--- src/rtl/prrq_pkg.sv ---
// Shared types and constants for the priority round-robin ready queue.
// Holds the command, status and controller state codes.
// No dependencies.
`timescale 1ns / 1ps
`default_nettype none

package prrq_pkg;

  // id layout: priority in the upper bits, slot in the low three bits
  localparam int SLOT_W   = 3;
  localparam int PRIO_W   = 3;
  localparam int ID_W     = PRIO_W + SLOT_W;
  localparam int TASKS    = 1 << ID_W;
  localparam int TAIL_W   = SLOT_W + 1;
  localparam int CMD_W    = 2;
  localparam int STATUS_W = 2;

  // tail code for a priority with no task
  localparam logic [TAIL_W-1:0] TAIL_EMPTY = TAIL_W'(1 << SLOT_W);

  // default number of priority levels
  localparam int PRIORITIES_DEF = 8;

  typedef enum logic [CMD_W-1:0] {
    CMD_ADD    = 2'd0,
    CMD_REMOVE = 2'd1,
    CMD_NEXT   = 2'd2,
    CMD_SWAP   = 2'd3
  } cmd_t;

  typedef enum logic [STATUS_W-1:0] {
    ST_DONE     = 2'd0,
    ST_REJECTED = 2'd1,
    ST_NONE     = 2'd2
  } status_t;

  typedef enum logic [3:0] {
    S_IDLE,
    S_CHECK,
    S_ADD_LINK,
    S_ADD_TAIL,
    S_RM_OWN,
    S_RM_WALK,
    S_NX_HEAD,
    S_NX_ID,
    S_SW_B,
    S_SW_W1,
    S_SW_W2,
    S_FIN
  } state_t;

endpackage

`default_nettype wire

--- src/rtl/priority_round_robin_ready_queue.sv ---
// Ready queue for a task scheduler: per-priority circular slot lists.
// Link memory and explicit id memory are local synchronous arrays.
// Depends on prrq_pkg.
//
// Usage: one command item on the in_ channel (in_cmd, in_task_id,
// in_other_id), one result item on the out_ channel (out_status,
// out_chosen_id). Both channels use valid/stall; an item moves at a clock
// edge with valid high and stall low.
// The block handles one command at a time. A rejected command, an add to an
// empty list and a next with nothing ready finish right after the check; an
// add otherwise links, then moves the tail; a next reads the head, then its
// id; a swap reads two ids and writes both. A remove may walk up to eight
// list links, one link memory read per cycle. The next command is taken in
// the cycle after the result is loaded, even if that result still waits.
// When the receiver stalls, the finished result holds in the output
// register; a further finished result waits inside until it is taken.
// Reset (synchronous, rst_n low) empties every priority list, clears all
// present flags and makes each explicit id read as its own position; the
// block accepts items in the first cycle after reset.
`timescale 1ns / 1ps
`default_nettype none

module priority_round_robin_ready_queue #(
  parameter int PRIORITIES = prrq_pkg::PRIORITIES_DEF
) (
  input  wire                           clk,
  input  wire                           rst_n,
  input  wire                           in_valid,
  output logic                          in_stall,
  input  wire  [prrq_pkg::CMD_W-1:0]    in_cmd,
  input  wire  [prrq_pkg::ID_W-1:0]     in_task_id,
  input  wire  [prrq_pkg::ID_W-1:0]     in_other_id,
  output logic                          out_valid,
  input  wire                           out_stall,
  output logic [prrq_pkg::STATUS_W-1:0] out_status,
  output logic [prrq_pkg::ID_W-1:0]     out_chosen_id
);

  localparam int SW = prrq_pkg::SLOT_W;
  localparam int PW = prrq_pkg::PRIO_W;
  localparam int IW = prrq_pkg::ID_W;
  localparam int TW = prrq_pkg::TAIL_W;
  localparam int NT = prrq_pkg::TASKS;
  localparam int SLOTS = 1 << SW;

  // controller and latched command
  prrq_pkg::state_t  state_r, state_nxt;
  prrq_pkg::cmd_t    cmd_r, cmd_nxt;
  logic [IW-1:0]     id1_r, id1_nxt;
  logic [IW-1:0]     id2_r, id2_nxt;
  logic [SW-1:0]     pred_r, pred_nxt;
  logic [SW-1:0]     nid_r, nid_nxt;
  logic [IW-1:0]     e1_r, e1_nxt;
  logic [PW-1:0]     sel_prio_r, sel_prio_nxt;
  prrq_pkg::status_t res_status_r, res_status_nxt;
  logic [IW-1:0]     res_chosen_r, res_chosen_nxt;

  // queue state held in flops
  logic [TW-1:0]     tail_r [PRIORITIES];
  logic [TW-1:0]     tail_nxt [PRIORITIES];
  logic [NT-1:0]     present_r, present_nxt;
  logic [NT-1:0]     ex_written_r, ex_written_nxt;

  // output register
  logic                    out_valid_r, out_valid_nxt;
  prrq_pkg::status_t       out_status_r, out_status_nxt;
  logic [IW-1:0]           out_chosen_r, out_chosen_nxt;

  // link memory ports
  logic [SW-1:0] nx_mem [NT];
  logic          nx_we, nx_re;
  logic [IW-1:0] nx_waddr, nx_raddr;
  logic [SW-1:0] nx_wdata;
  logic [SW-1:0] nx_q_r;

  // explicit id memory ports
  logic [IW-1:0] ex_mem [NT];
  logic          ex_we, ex_re;
  logic [IW-1:0] ex_waddr, ex_raddr;
  logic [IW-1:0] ex_wdata;
  logic [IW-1:0] ex_q_r;
  logic [IW-1:0] ex_addr_q_r;
  logic          ex_wr_q_r;
  logic [IW-1:0] ex_val;

  // decoded fields and conditions
  logic [PW-1:0] prio;
  logic [SW-1:0] slot;
  logic          prio_ok;
  logic [TW-1:0] tail_cur;
  logic          add_rej, rm_rej, link_hit;
  logic          sel_any;
  logic [PW-1:0] sel_prio;
  logic          in_acc, out_free;

  assign in_acc   = in_valid && !in_stall;
  assign out_free = !out_valid_r || !out_stall;
  assign in_stall = (state_r != prrq_pkg::S_IDLE);

  assign out_valid     = out_valid_r;
  assign out_status    = out_status_r;
  assign out_chosen_id = out_chosen_r;

  assign prio     = id1_r[IW-1:SW];
  assign slot     = id1_r[SW-1:0];
  assign prio_ok  = (int'(prio) < PRIORITIES);
  assign tail_cur = prio_ok ? tail_r[prio] : prrq_pkg::TAIL_EMPTY;
  assign add_rej  = !prio_ok || present_r[id1_r];
  assign rm_rej   = !prio_ok || !present_r[id1_r];
  assign link_hit = (nx_q_r == slot);

  // an explicit id never written reads as its own position
  assign ex_val = ex_wr_q_r ? ex_q_r : ex_addr_q_r;

  // lowest-numbered non-empty priority
  always_comb begin
    sel_any  = 1'b0;
    sel_prio = '0;
    for (int p = PRIORITIES - 1; p >= 0; p--) begin
      if (tail_r[p] != prrq_pkg::TAIL_EMPTY) begin
        sel_any  = 1'b1;
        sel_prio = PW'(p);
      end
    end
  end

  // link memory, one write and one registered read
  always_ff @(posedge clk) begin
    if (nx_we) begin
      nx_mem[nx_waddr] <= nx_wdata;
    end
    if (nx_re) begin
      nx_q_r <= nx_mem[nx_raddr];
    end
  end

  // explicit id memory, one write and one registered read
  always_ff @(posedge clk) begin
    if (ex_we) begin
      ex_mem[ex_waddr] <= ex_wdata;
    end
    if (ex_re) begin
      ex_q_r      <= ex_mem[ex_raddr];
      ex_addr_q_r <= ex_raddr;
      ex_wr_q_r   <= ex_written_r[ex_raddr];
    end
  end

  // next state
  always_comb begin
    state_nxt = state_r;
    case (state_r)
      prrq_pkg::S_IDLE: begin
        if (in_acc) begin
          state_nxt = prrq_pkg::S_CHECK;
        end
      end
      prrq_pkg::S_CHECK: begin
        case (cmd_r)
          prrq_pkg::CMD_ADD: begin
            if (add_rej || tail_cur == prrq_pkg::TAIL_EMPTY) begin
              state_nxt = prrq_pkg::S_FIN;
            end else begin
              state_nxt = prrq_pkg::S_ADD_LINK;
            end
          end
          prrq_pkg::CMD_REMOVE: begin
            state_nxt = rm_rej ? prrq_pkg::S_FIN : prrq_pkg::S_RM_OWN;
          end
          prrq_pkg::CMD_NEXT: begin
            state_nxt = sel_any ? prrq_pkg::S_NX_HEAD : prrq_pkg::S_FIN;
          end
          prrq_pkg::CMD_SWAP: begin
            state_nxt = prrq_pkg::S_SW_B;
          end
          default: begin
            state_nxt = prrq_pkg::S_FIN;
          end
        endcase
      end
      prrq_pkg::S_ADD_LINK: state_nxt = prrq_pkg::S_ADD_TAIL;
      prrq_pkg::S_ADD_TAIL: state_nxt = prrq_pkg::S_FIN;
      prrq_pkg::S_RM_OWN: begin
        state_nxt = link_hit ? prrq_pkg::S_FIN : prrq_pkg::S_RM_WALK;
      end
      prrq_pkg::S_RM_WALK: begin
        if (link_hit) begin
          state_nxt = prrq_pkg::S_FIN;
        end
      end
      prrq_pkg::S_NX_HEAD: state_nxt = prrq_pkg::S_NX_ID;
      prrq_pkg::S_NX_ID:   state_nxt = prrq_pkg::S_FIN;
      prrq_pkg::S_SW_B:    state_nxt = prrq_pkg::S_SW_W1;
      prrq_pkg::S_SW_W1:   state_nxt = prrq_pkg::S_SW_W2;
      prrq_pkg::S_SW_W2:   state_nxt = prrq_pkg::S_FIN;
      prrq_pkg::S_FIN: begin
        if (out_free) begin
          state_nxt = prrq_pkg::S_IDLE;
        end
      end
      default: state_nxt = prrq_pkg::S_IDLE;
    endcase
  end

  // memory controls and datapath register updates
  always_comb begin
    nx_we          = 1'b0;
    nx_waddr       = id1_r;
    nx_wdata       = slot;
    nx_re          = 1'b0;
    nx_raddr       = id1_r;
    ex_we          = 1'b0;
    ex_waddr       = id1_r;
    ex_wdata       = id1_r;
    ex_re          = 1'b0;
    ex_raddr       = id1_r;
    cmd_nxt        = cmd_r;
    id1_nxt        = id1_r;
    id2_nxt        = id2_r;
    pred_nxt       = pred_r;
    nid_nxt        = nid_r;
    e1_nxt         = e1_r;
    sel_prio_nxt   = sel_prio_r;
    res_status_nxt = res_status_r;
    res_chosen_nxt = res_chosen_r;
    tail_nxt       = tail_r;
    present_nxt    = present_r;
    ex_written_nxt = ex_written_r;
    out_valid_nxt  = out_valid_r && out_stall;
    out_status_nxt = out_status_r;
    out_chosen_nxt = out_chosen_r;
    case (state_r)
      // latch the command item
      prrq_pkg::S_IDLE: begin
        if (in_acc) begin
          cmd_nxt = prrq_pkg::cmd_t'(in_cmd);
          id1_nxt = in_task_id;
          id2_nxt = in_other_id;
        end
      end
      // check, and start the first memory access where there is one
      prrq_pkg::S_CHECK: begin
        res_chosen_nxt = '0;
        res_status_nxt = prrq_pkg::ST_DONE;
        case (cmd_r)
          prrq_pkg::CMD_ADD: begin
            if (add_rej) begin
              res_status_nxt = prrq_pkg::ST_REJECTED;
            end else if (tail_cur == prrq_pkg::TAIL_EMPTY) begin
              nx_we                 = 1'b1;
              ex_we                 = 1'b1;
              ex_written_nxt[id1_r] = 1'b1;
              present_nxt[id1_r]    = 1'b1;
              tail_nxt[prio]        = {1'b0, slot};
            end else begin
              nx_re    = 1'b1;
              nx_raddr = {prio, tail_cur[SW-1:0]};
            end
          end
          prrq_pkg::CMD_REMOVE: begin
            if (rm_rej) begin
              res_status_nxt = prrq_pkg::ST_REJECTED;
            end else begin
              nx_re = 1'b1;
            end
          end
          prrq_pkg::CMD_NEXT: begin
            if (!sel_any) begin
              res_status_nxt = prrq_pkg::ST_NONE;
            end else begin
              sel_prio_nxt = sel_prio;
              nx_re        = 1'b1;
              nx_raddr     = {sel_prio, tail_r[sel_prio][SW-1:0]};
            end
          end
          prrq_pkg::CMD_SWAP: begin
            ex_re = 1'b1;
          end
          default: begin
            res_status_nxt = prrq_pkg::ST_DONE;
          end
        endcase
      end
      // new task takes over the old tail's link
      prrq_pkg::S_ADD_LINK: begin
        nx_we    = 1'b1;
        nx_wdata = nx_q_r;
      end
      // old tail now points at the new task
      prrq_pkg::S_ADD_TAIL: begin
        nx_we                 = 1'b1;
        nx_waddr              = {prio, tail_cur[SW-1:0]};
        nx_wdata              = slot;
        ex_we                 = 1'b1;
        ex_written_nxt[id1_r] = 1'b1;
        present_nxt[id1_r]    = 1'b1;
        tail_nxt[prio]        = {1'b0, slot};
      end
      // own link known: single task empties the list, else walk from tail
      prrq_pkg::S_RM_OWN: begin
        nid_nxt = nx_q_r;
        if (link_hit) begin
          tail_nxt[prio]     = prrq_pkg::TAIL_EMPTY;
          present_nxt[id1_r] = 1'b0;
        end else begin
          pred_nxt = tail_cur[SW-1:0];
          nx_re    = 1'b1;
          nx_raddr = {prio, tail_cur[SW-1:0]};
        end
      end
      // follow links until the predecessor is found, then unlink
      prrq_pkg::S_RM_WALK: begin
        if (link_hit) begin
          nx_we              = 1'b1;
          nx_waddr           = {prio, pred_r};
          nx_wdata           = nid_r;
          present_nxt[id1_r] = 1'b0;
          if (slot == tail_cur[SW-1:0]) begin
            tail_nxt[prio] = {1'b0, pred_r};
          end
        end else begin
          pred_nxt = nx_q_r;
          nx_re    = 1'b1;
          nx_raddr = {prio, nx_q_r};
        end
      end
      // head becomes the tail, fetch its explicit id
      prrq_pkg::S_NX_HEAD: begin
        tail_nxt[sel_prio_r] = {1'b0, nx_q_r};
        ex_re                = 1'b1;
        ex_raddr             = {sel_prio_r, nx_q_r};
      end
      prrq_pkg::S_NX_ID: begin
        res_chosen_nxt = ex_val;
      end
      // keep the first id, fetch the second
      prrq_pkg::S_SW_B: begin
        e1_nxt   = ex_val;
        ex_re    = 1'b1;
        ex_raddr = id2_r;
      end
      prrq_pkg::S_SW_W1: begin
        ex_we                 = 1'b1;
        ex_wdata              = ex_val;
        ex_written_nxt[id1_r] = 1'b1;
      end
      prrq_pkg::S_SW_W2: begin
        ex_we                 = 1'b1;
        ex_waddr              = id2_r;
        ex_wdata              = e1_r;
        ex_written_nxt[id2_r] = 1'b1;
      end
      // hand the result to the output register
      prrq_pkg::S_FIN: begin
        if (out_free) begin
          out_valid_nxt  = 1'b1;
          out_status_nxt = res_status_r;
          out_chosen_nxt = res_chosen_r;
        end
      end
      default: begin
        out_valid_nxt = out_valid_r && out_stall;
      end
    endcase
  end

  // control registers
  always_ff @(posedge clk) begin
    if (!rst_n) begin
      state_r      <= prrq_pkg::S_IDLE;
      out_valid_r  <= 1'b0;
      present_r    <= '0;
      ex_written_r <= '0;
      for (int p = 0; p < PRIORITIES; p++) begin
        tail_r[p] <= prrq_pkg::TAIL_EMPTY;
      end
    end else begin
      state_r      <= state_nxt;
      out_valid_r  <= out_valid_nxt;
      present_r    <= present_nxt;
      ex_written_r <= ex_written_nxt;
      tail_r       <= tail_nxt;
    end
  end

  // payload registers
  always_ff @(posedge clk) begin
    cmd_r        <= cmd_nxt;
    id1_r        <= id1_nxt;
    id2_r        <= id2_nxt;
    pred_r       <= pred_nxt;
    nid_r        <= nid_nxt;
    e1_r         <= e1_nxt;
    sel_prio_r   <= sel_prio_nxt;
    res_status_r <= res_status_nxt;
    res_chosen_r <= res_chosen_nxt;
    out_status_r <= out_status_nxt;
    out_chosen_r <= out_chosen_nxt;
  end

  // a new result appears only when the controller finishes an item
  a_out_from_fin: assert property (@(posedge clk) disable iff (!rst_n)
    $rose(out_valid_r) |-> $past(state_r) == prrq_pkg::S_FIN)
    else $error("result loaded outside the finish step");

  // only a successful next returns a non-zero id
  a_chosen_zero: assert property (@(posedge clk) disable iff (!rst_n)
    out_valid_r && out_status_r != prrq_pkg::ST_DONE |-> out_chosen_r == '0)
    else $error("chosen id set on a failed command");

  // link memory is never read and written in the same cycle
  a_nx_port: assert property (@(posedge clk) disable iff (!rst_n)
    !(nx_we && nx_re))
    else $error("link memory read and write overlap");

  // the walk only runs for a task still in its list
  a_walk_present: assert property (@(posedge clk) disable iff (!rst_n)
    state_r == prrq_pkg::S_RM_WALK |-> present_r[id1_r])
    else $error("remove walk on an absent task");

  // an empty tail matches a priority with no present task
  for (genvar gp = 0; gp < PRIORITIES; gp++) begin : g_tail_chk
    a_tail_empty: assert property (@(posedge clk) disable iff (!rst_n)
      (tail_r[gp] == prrq_pkg::TAIL_EMPTY) == (present_r[gp*SLOTS +: SLOTS] == '0))
      else $error("tail pointer disagrees with present flags");
  end

endmodule

`default_nettype wire

--- config.mk ---
export PLATFORM = sky130hd
export DESIGN_NAME = priority_round_robin_ready_queue
export DESIGN_NICKNAME = d
export VERILOG_FILES = /design/src/rtl/prrq_pkg.sv /design/src/rtl/priority_round_robin_ready_queue.sv
export SDC_FILE = /design/constraint.sdc
export NUM_CORES = 1
export LEC_CHECK = 0
export BUFFER_PORTS_ARGS = -buffer_cell sky130_fd_sc_hd__buf_2
export CAP_MARGIN = 30
export CORE_UTILIZATION = 57
export DETAILED_ROUTE_END_ITERATION = 7
export PLACE_DENSITY = 0.81
export RECOVER_POWER = 50
export SYNTH_ARGS = -nofsm -noshare
export SYNTH_HDL_FRONTEND = slang
export SYNTH_SLANG_ARGS = --single-unit
--- constraint.sdc ---
create_clock -name clk -period 3.9 [get_ports clk]
set_input_delay 0.195 -clock clk [delete_from_list [all_inputs] [get_ports clk]]
set_output_delay 0.195 -clock clk [all_outputs]
set_load 0.1 [all_outputs]
* After elaboration in Yosys (flattened, before gate mapping)
Memories as Yosys holds them, arrays and structs flattened. A register that Yosys moved wholly into a read port is not among the register bits.
Cells that the tools add are included.
** Word-level totals
- Bits in registers :: 217
- Bits in writable memories :: 576
- Input bits :: 18
- Output and inout bits :: 10
- Logic and storage cells :: 223
- Memories kept :: 2
** Memory list
- ex_mem :: depth 64, width 6, read ports 1, clocked after Yosys merged registers in 1, write ports 1, RTL line priority_round_robin_ready_queue.sv:77 : logic [IW-1:0] ex_mem [NT];
- nx_mem :: depth 64, width 3, read ports 1, clocked after Yosys merged registers in 1, write ports 1, RTL line priority_round_robin_ready_queue.sv:70 : logic [SW-1:0] nx_mem [NT];
** Operators by class
- Magnitude comparators :: 10
- Equal/unequal tests :: 36
- Multiplexer cells :: 106
- Bitwise logic cells :: 11
- Reduce and logical (&&, ||, !) cells :: 33
** Operators with widths (count)
- two-way mux 64 bit :: 7
- one-hot mux 64 bit (3 select lines) :: 2
- two-way mux 32 bit :: 6
- bitwise OR 64 bit :: 3
- one-hot mux 32 bit (5 select lines) :: 1
- bitwise mux 32 bit :: 3
- AND 64 bit :: 1
- inverter 64 bit :: 1
- two-way mux 3 bit :: 18
- one-hot mux 6 bit (2 select lines) :: 4
- two-way mux 4 bit :: 11
- one-hot mux 4 bit (10 select lines) :: 1
- != test 4 bit, second input constant :: 8
- two-way mux 1 bit :: 30
- AND 24 bit :: 1
- binary-select mux 4 bit (select 3 bit) :: 2
- demux 4 bit (select 3 bit) :: 2
- inverter 24 bit :: 1
- less-than comparator 6 x 7 -> 1 bit, second input constant :: 3
- equality test 4 bit, second input constant :: 5
- two-way mux 6 bit :: 3
- != test 2 bit, second input constant :: 9
- one-hot mux 3 bit (2 select lines) :: 3
- one-hot mux 6 bit (3 select lines) :: 1
- 35 further kinds :: 70

* Longest topological paths before layout
- Depth in word-level cells :: 16
- Depth in mapped cells :: 19
- Depth with buffers taken out :: 14

* Least setup slack after synthesis
OpenSTA, ideal clock, no wires.
- Path kind :: reg2reg
- Start :: register (tool-made name)
- End :: register nx_q_r[1], read port of nx_mem (data pin)
- Setup time :: 265 ps
- Data arrival time :: 3419 ps
- Setup slack :: 216 ps
- Stages on the path, launching flop included :: 14
- Cells stage by stage :: dfxtp_1 > nor4b_1 > o21ai_1 > a22oi_4 > mux4_2 > and3_1 > a211oi_2 > o21a_1 > buf_6 > mux4_2 > nand2_1 > a21oi_1 > o2111ai_1 > o41ai_1
** RTL lines
- to (decl) :: RTL line priority_round_robin_ready_queue.sv:74 : logic [SW-1:0] nx_q_r;

* Worst setup path after layout
- Start :: register id1_r[0]
- End :: register nx_q_r[0], read port of nx_mem (data pin)
** On the way
- Longest elaborated chain between the ends :: 5
** RTL lines
- from (decl) :: RTL line priority_round_robin_ready_queue.sv:49 : logic [IW-1:0] id1_r, id1_nxt;
- from (signal assigned) :: RTL line priority_round_robin_ready_queue.sv:389 : id1_r <= id1_nxt;
- binary-select mux 1 bit (select 6 bit) :: RTL line priority_round_robin_ready_queue.sv:108, priority_round_robin_ready_queue.sv:109
- two-way mux 1 bit (implied by the code) :: RTL line priority_round_robin_ready_queue.sv:108, priority_round_robin_ready_queue.sv:109
- two-way mux 3 bit (tied with other cells) :: RTL line priority_round_robin_ready_queue.sv:247 : if (add_rej) begin
- one-hot mux 6 bit (2 select lines) or one-hot mux 1 bit (3 select lines) (tied branches) :: RTL line priority_round_robin_ready_queue.sv:245 : case (cmd_r)
- one-hot mux 6 bit (3 select lines) or one-hot mux 1 bit (2 select lines) (tied branches) :: RTL line priority_round_robin_ready_queue.sv:232 : case (state_r)
Parallel ways exist; a longest one is shown, timed or not. The select of a mux whose other input is x is not followed.
A chain may end at the register's enable or synchronous reset.

==> key figures <==
Logic synthesis
  – Synth unique cells: slightly above 80
  – Adder-cell area share of the yosys netlist: 0
  – Syn Nets: 2951
  – Top cells by instance count after synthesis: edfxtp_1, nand2_1, nor2_1
  – Simple-gate share of the synthesized area: 0.128
  – Mapped Area: 35200 um2
  – Post-synthesis xor/xnor area fraction: 0.00174
  – Compound-Gate Fraction of Synth Area: 0.171
  – Largest family of logic cells by synthesized area: compound AO/OA/AOI/OAI gates
  – Cell taking the most area after synthesis: edfxtp_1
  – Syn. warnings: 0
  – Number of synthesized flops with an enable pin: 637
  – Synth Register Bits: around 800
  – Main synth FF type: edfxtp_1
  – Cells after Synth: 2933
  – Seq/Total Area, Yosys: 0.638
  – Top post-synthesis cells by area: edfxtp_1, dfxtp_1, nand2_1
  – Async S/R FF share, synth: 0
  – Synth top area share: 0.544
  – Post-synthesis mux area share: 0.0327
  – Avg Inst Size Synth: 12.0 um2
  – Most frequent cell after synthesis: edfxtp_1

Final layout
  – Area grow syn2layout: 18.4%
  – Nets: 3185
  – Multi-input logic area: 12100 um2
  – Register area: 22400 um2
  – Final core utilization: 0.686
  – Fill count: approximately 4000
  – Share of layout cells above drive strength 1: 0.177
  – Final Instance Area: 41600 um2

Placed design
  – Placer Congestion: 1.02
  – Detailed placement HPWL: 63200 um
  – I/O Buffers: 27
  – Post-DP Area: around 38000 um2

Run status
  – Failing checks: setup timing
  – Status: finished, violations left

STA
  – Hold Vio Cnt, Final: 0
  – Final setup margin: -0.131 ns
  – Worst-Margin Slew: about 1.5 ns
  – Post-layout min period: 4.03 ns
  – Ratio of final minimum period to clock period: 1.03
  – Max-slew violation total from the final report: 0
  – FMAX: 248 MHz
  – Worst slew margin: 0.0310
  – Hold_ws: 0.0988 ns
  – Setup Skew: 0.0450 ns
  – Finish-stage setup viols: 4
  – RSZ-0062 raised after global routing: true

Worst setup path
  – Worst Path Buf+Inv: 5
  – Kind of critical path: reg -> reg
  – CP Max Fanout: 39
  – Worst reg2reg setup slack: -0.13 ns
  – Slowest cell on crit path: edfxtp_1
  – Crit path capture type: register
  – CP delay by family, top: simple AND/OR/NAND/NOR gates
  – Worst Path Required: 4.29 ns
  – Worst Setup Start Kind: register
  – Slowest Stage Delay on Critical Path: 0.41 ns
  – Worst path arrival time: 4.42 ns
  – Crit-path cells: buf_4 > buf_12 > or3b_1 > a21oi_1 > o41ai_1 > and4_4 > and3_4 > buf_4 > buf_4 > a31o_2 > nor2_4 > buf_12 > mux2i_1 > mux2i_1 > mux2i_1 > a221o_1 > o2bb2ai_1

Routing
  – DRC: 0
  – Wire per inst: approximately 25 um
  – Post-Route WL: roughly 100000 um
  – Post-route antenna net violation count: 0
  – DRT Pass-1 Iters: 7
  – Iteration-0 DRC Markers: 3677
  – Vias: 26674
  – Vias/cell: between 6 and 7

Power and ir drop
  – Power Density: roughly 800 nW/um2
  – Pwr Total: 33.1 mW
  – Worst IR drop on VDD: 0.573 mV
  – Leakage: 14.3 nW

Global route
  – Largest net degree at the start of global routing: ~100
  – Met2 global-route usage: 0.484
  – Initial antenna violation count: 1
  – Total track usage: 0.312
  – GR peak layer: met2
  – First-pass GRT wire length: around 150000 um
  – Met1 Use GR: 0.429
  – Vias in the first global route: 25564
  – Total grt overflow: 0
  – Met3 Use GR: 0.0662

Clocking
  – Maximum buffer depth of the clock tree: 3
  – CTS root buf: clkbuf_16
  – TritonCTS Buffers: roughly 80
  – Clk sink count: 802
  – CTS H-tree lvls: 3
  – Clock latency on the worst-skew pair: 0.65 ns
  – Reg clk slew, reported paths: 0.06 ns
  – TritonCTS clock tree: yes

Min path
  – Hold/Removal Path Class: in -> reg

Die
  – I/O pins: 28
  – Initial Util: 0.579
  – Site row count: 90
  – Die X: 250 um
  – Die Ht: 250 um
  – Core Footprint: 60700 um2
  – Die area: 62700 um2

Run
  – Max-cap viol count: 0
through the flow:
stage	setup slack [ns]	instances	TNS, ns
floorplan	0.216	2933	0
global placement	-0.252	3821	-0.621
detailed placement	-0.309	3821	-10.46
CTS	-0.0153	3994	-0.0153
global route	-0.166	4016	-0.887
finish	-0.131	4017	-0.273
worst paths after layout:
| kind | endpoint | startpoint | depth (start not counted) |
|---|---|---|---|
| hold / removal | state_r[1] | in_valid | 4 |
| setup reg to reg | nx_q_r[0] | id1_r[0] | 17 |
| setup / recovery | nx_q_r[0] | id1_r[0] | 17 |
| hold reg to reg | out_status[1] | res_status_r[1] | 0 |
cells in the final DEF, fill, tap and decap left out, drive strengths merged, types with 9 or more instances in the layout:
master and count:
a211oi 183, o211ai 16, nand3 60, and2 135, a31oi 68, o21ai 39, a311oi 58, buf 317
clkinv 33, edfxtp 637, nor2b 29, nor2 200, clkbuf 139, o21a 66, mux4 11, o22ai 23
mux2i 61, o21bai 65, nand3b 9, nand4 18, dfxtp 165, and3 13, o311a 61, inv 44
a221oi 9, nor4b 9, a21oi 113, a22oi 29, a21boi 9, nand2b 12, nor3 22, mux2 26
nand2 406, a221o 12, dlygate4sd3 16
cells by family after synthesis:
| kind of cell | after synthesis |
|---|---|
| simple gates | 954 |
| xor+xnor | 7 |
| flops | 802 |
| compound gates | 814 |
| mux | 98 |
| buf+inv | 258 |
worst register-to-register path, stage by stage (launching register included):
cell and delay [ns]:
edfxtp_1 0.41, buf_4 0.17, buf_12 0.17, or3b_1 0.42, a21oi_1 0.25, o41ai_1 0.12, and4_4 0.18, and3_4 0.16
buf_4 0.14, buf_4 0.13, a31o_2 0.25, nor2_4 0.25, buf_12 0.20, mux2i_1 0.31, mux2i_1 0.14, mux2i_1 0.24
a221o_1 0.19, o2bb2ai_1 0.07
where the power goes:
part	internal (mW)	switching [mW]
logic	5.22	9.34
clock network	4.43	3.33
registers	10.6	0.237
layout make-up:
type / count / share of cell area
clock inverter: 48 / 0.0115
sequential: 802 / 0.539
multi-input combinational: 1873 / 0.291
inverter: 37 / 0.00346
timing repair buffer: 371 / 0.0794
clock buffer: 103 / 0.0526
tap: 782 / 0.0235
antenna: 1 / 0.0000601
per-layer routing:
metal,routed length [um],share of wire
met1,39100,0.39
met2,46400,0.46
met3,11300,0.11
met4,4060,0.040
met5,0,0
repair_timing:
item                                    4_1_cts  5_1_grt
hold buffers                                 15        1
buffers inserted                              4       16
endpoints found under the setup margin      261      458
gates cloned                                  3        3
hold endpoints to repair                     15        4
pin swaps                                     5       21
resized for setup                            22       71
No activity file was read; power rests on OpenSTA's default activity.
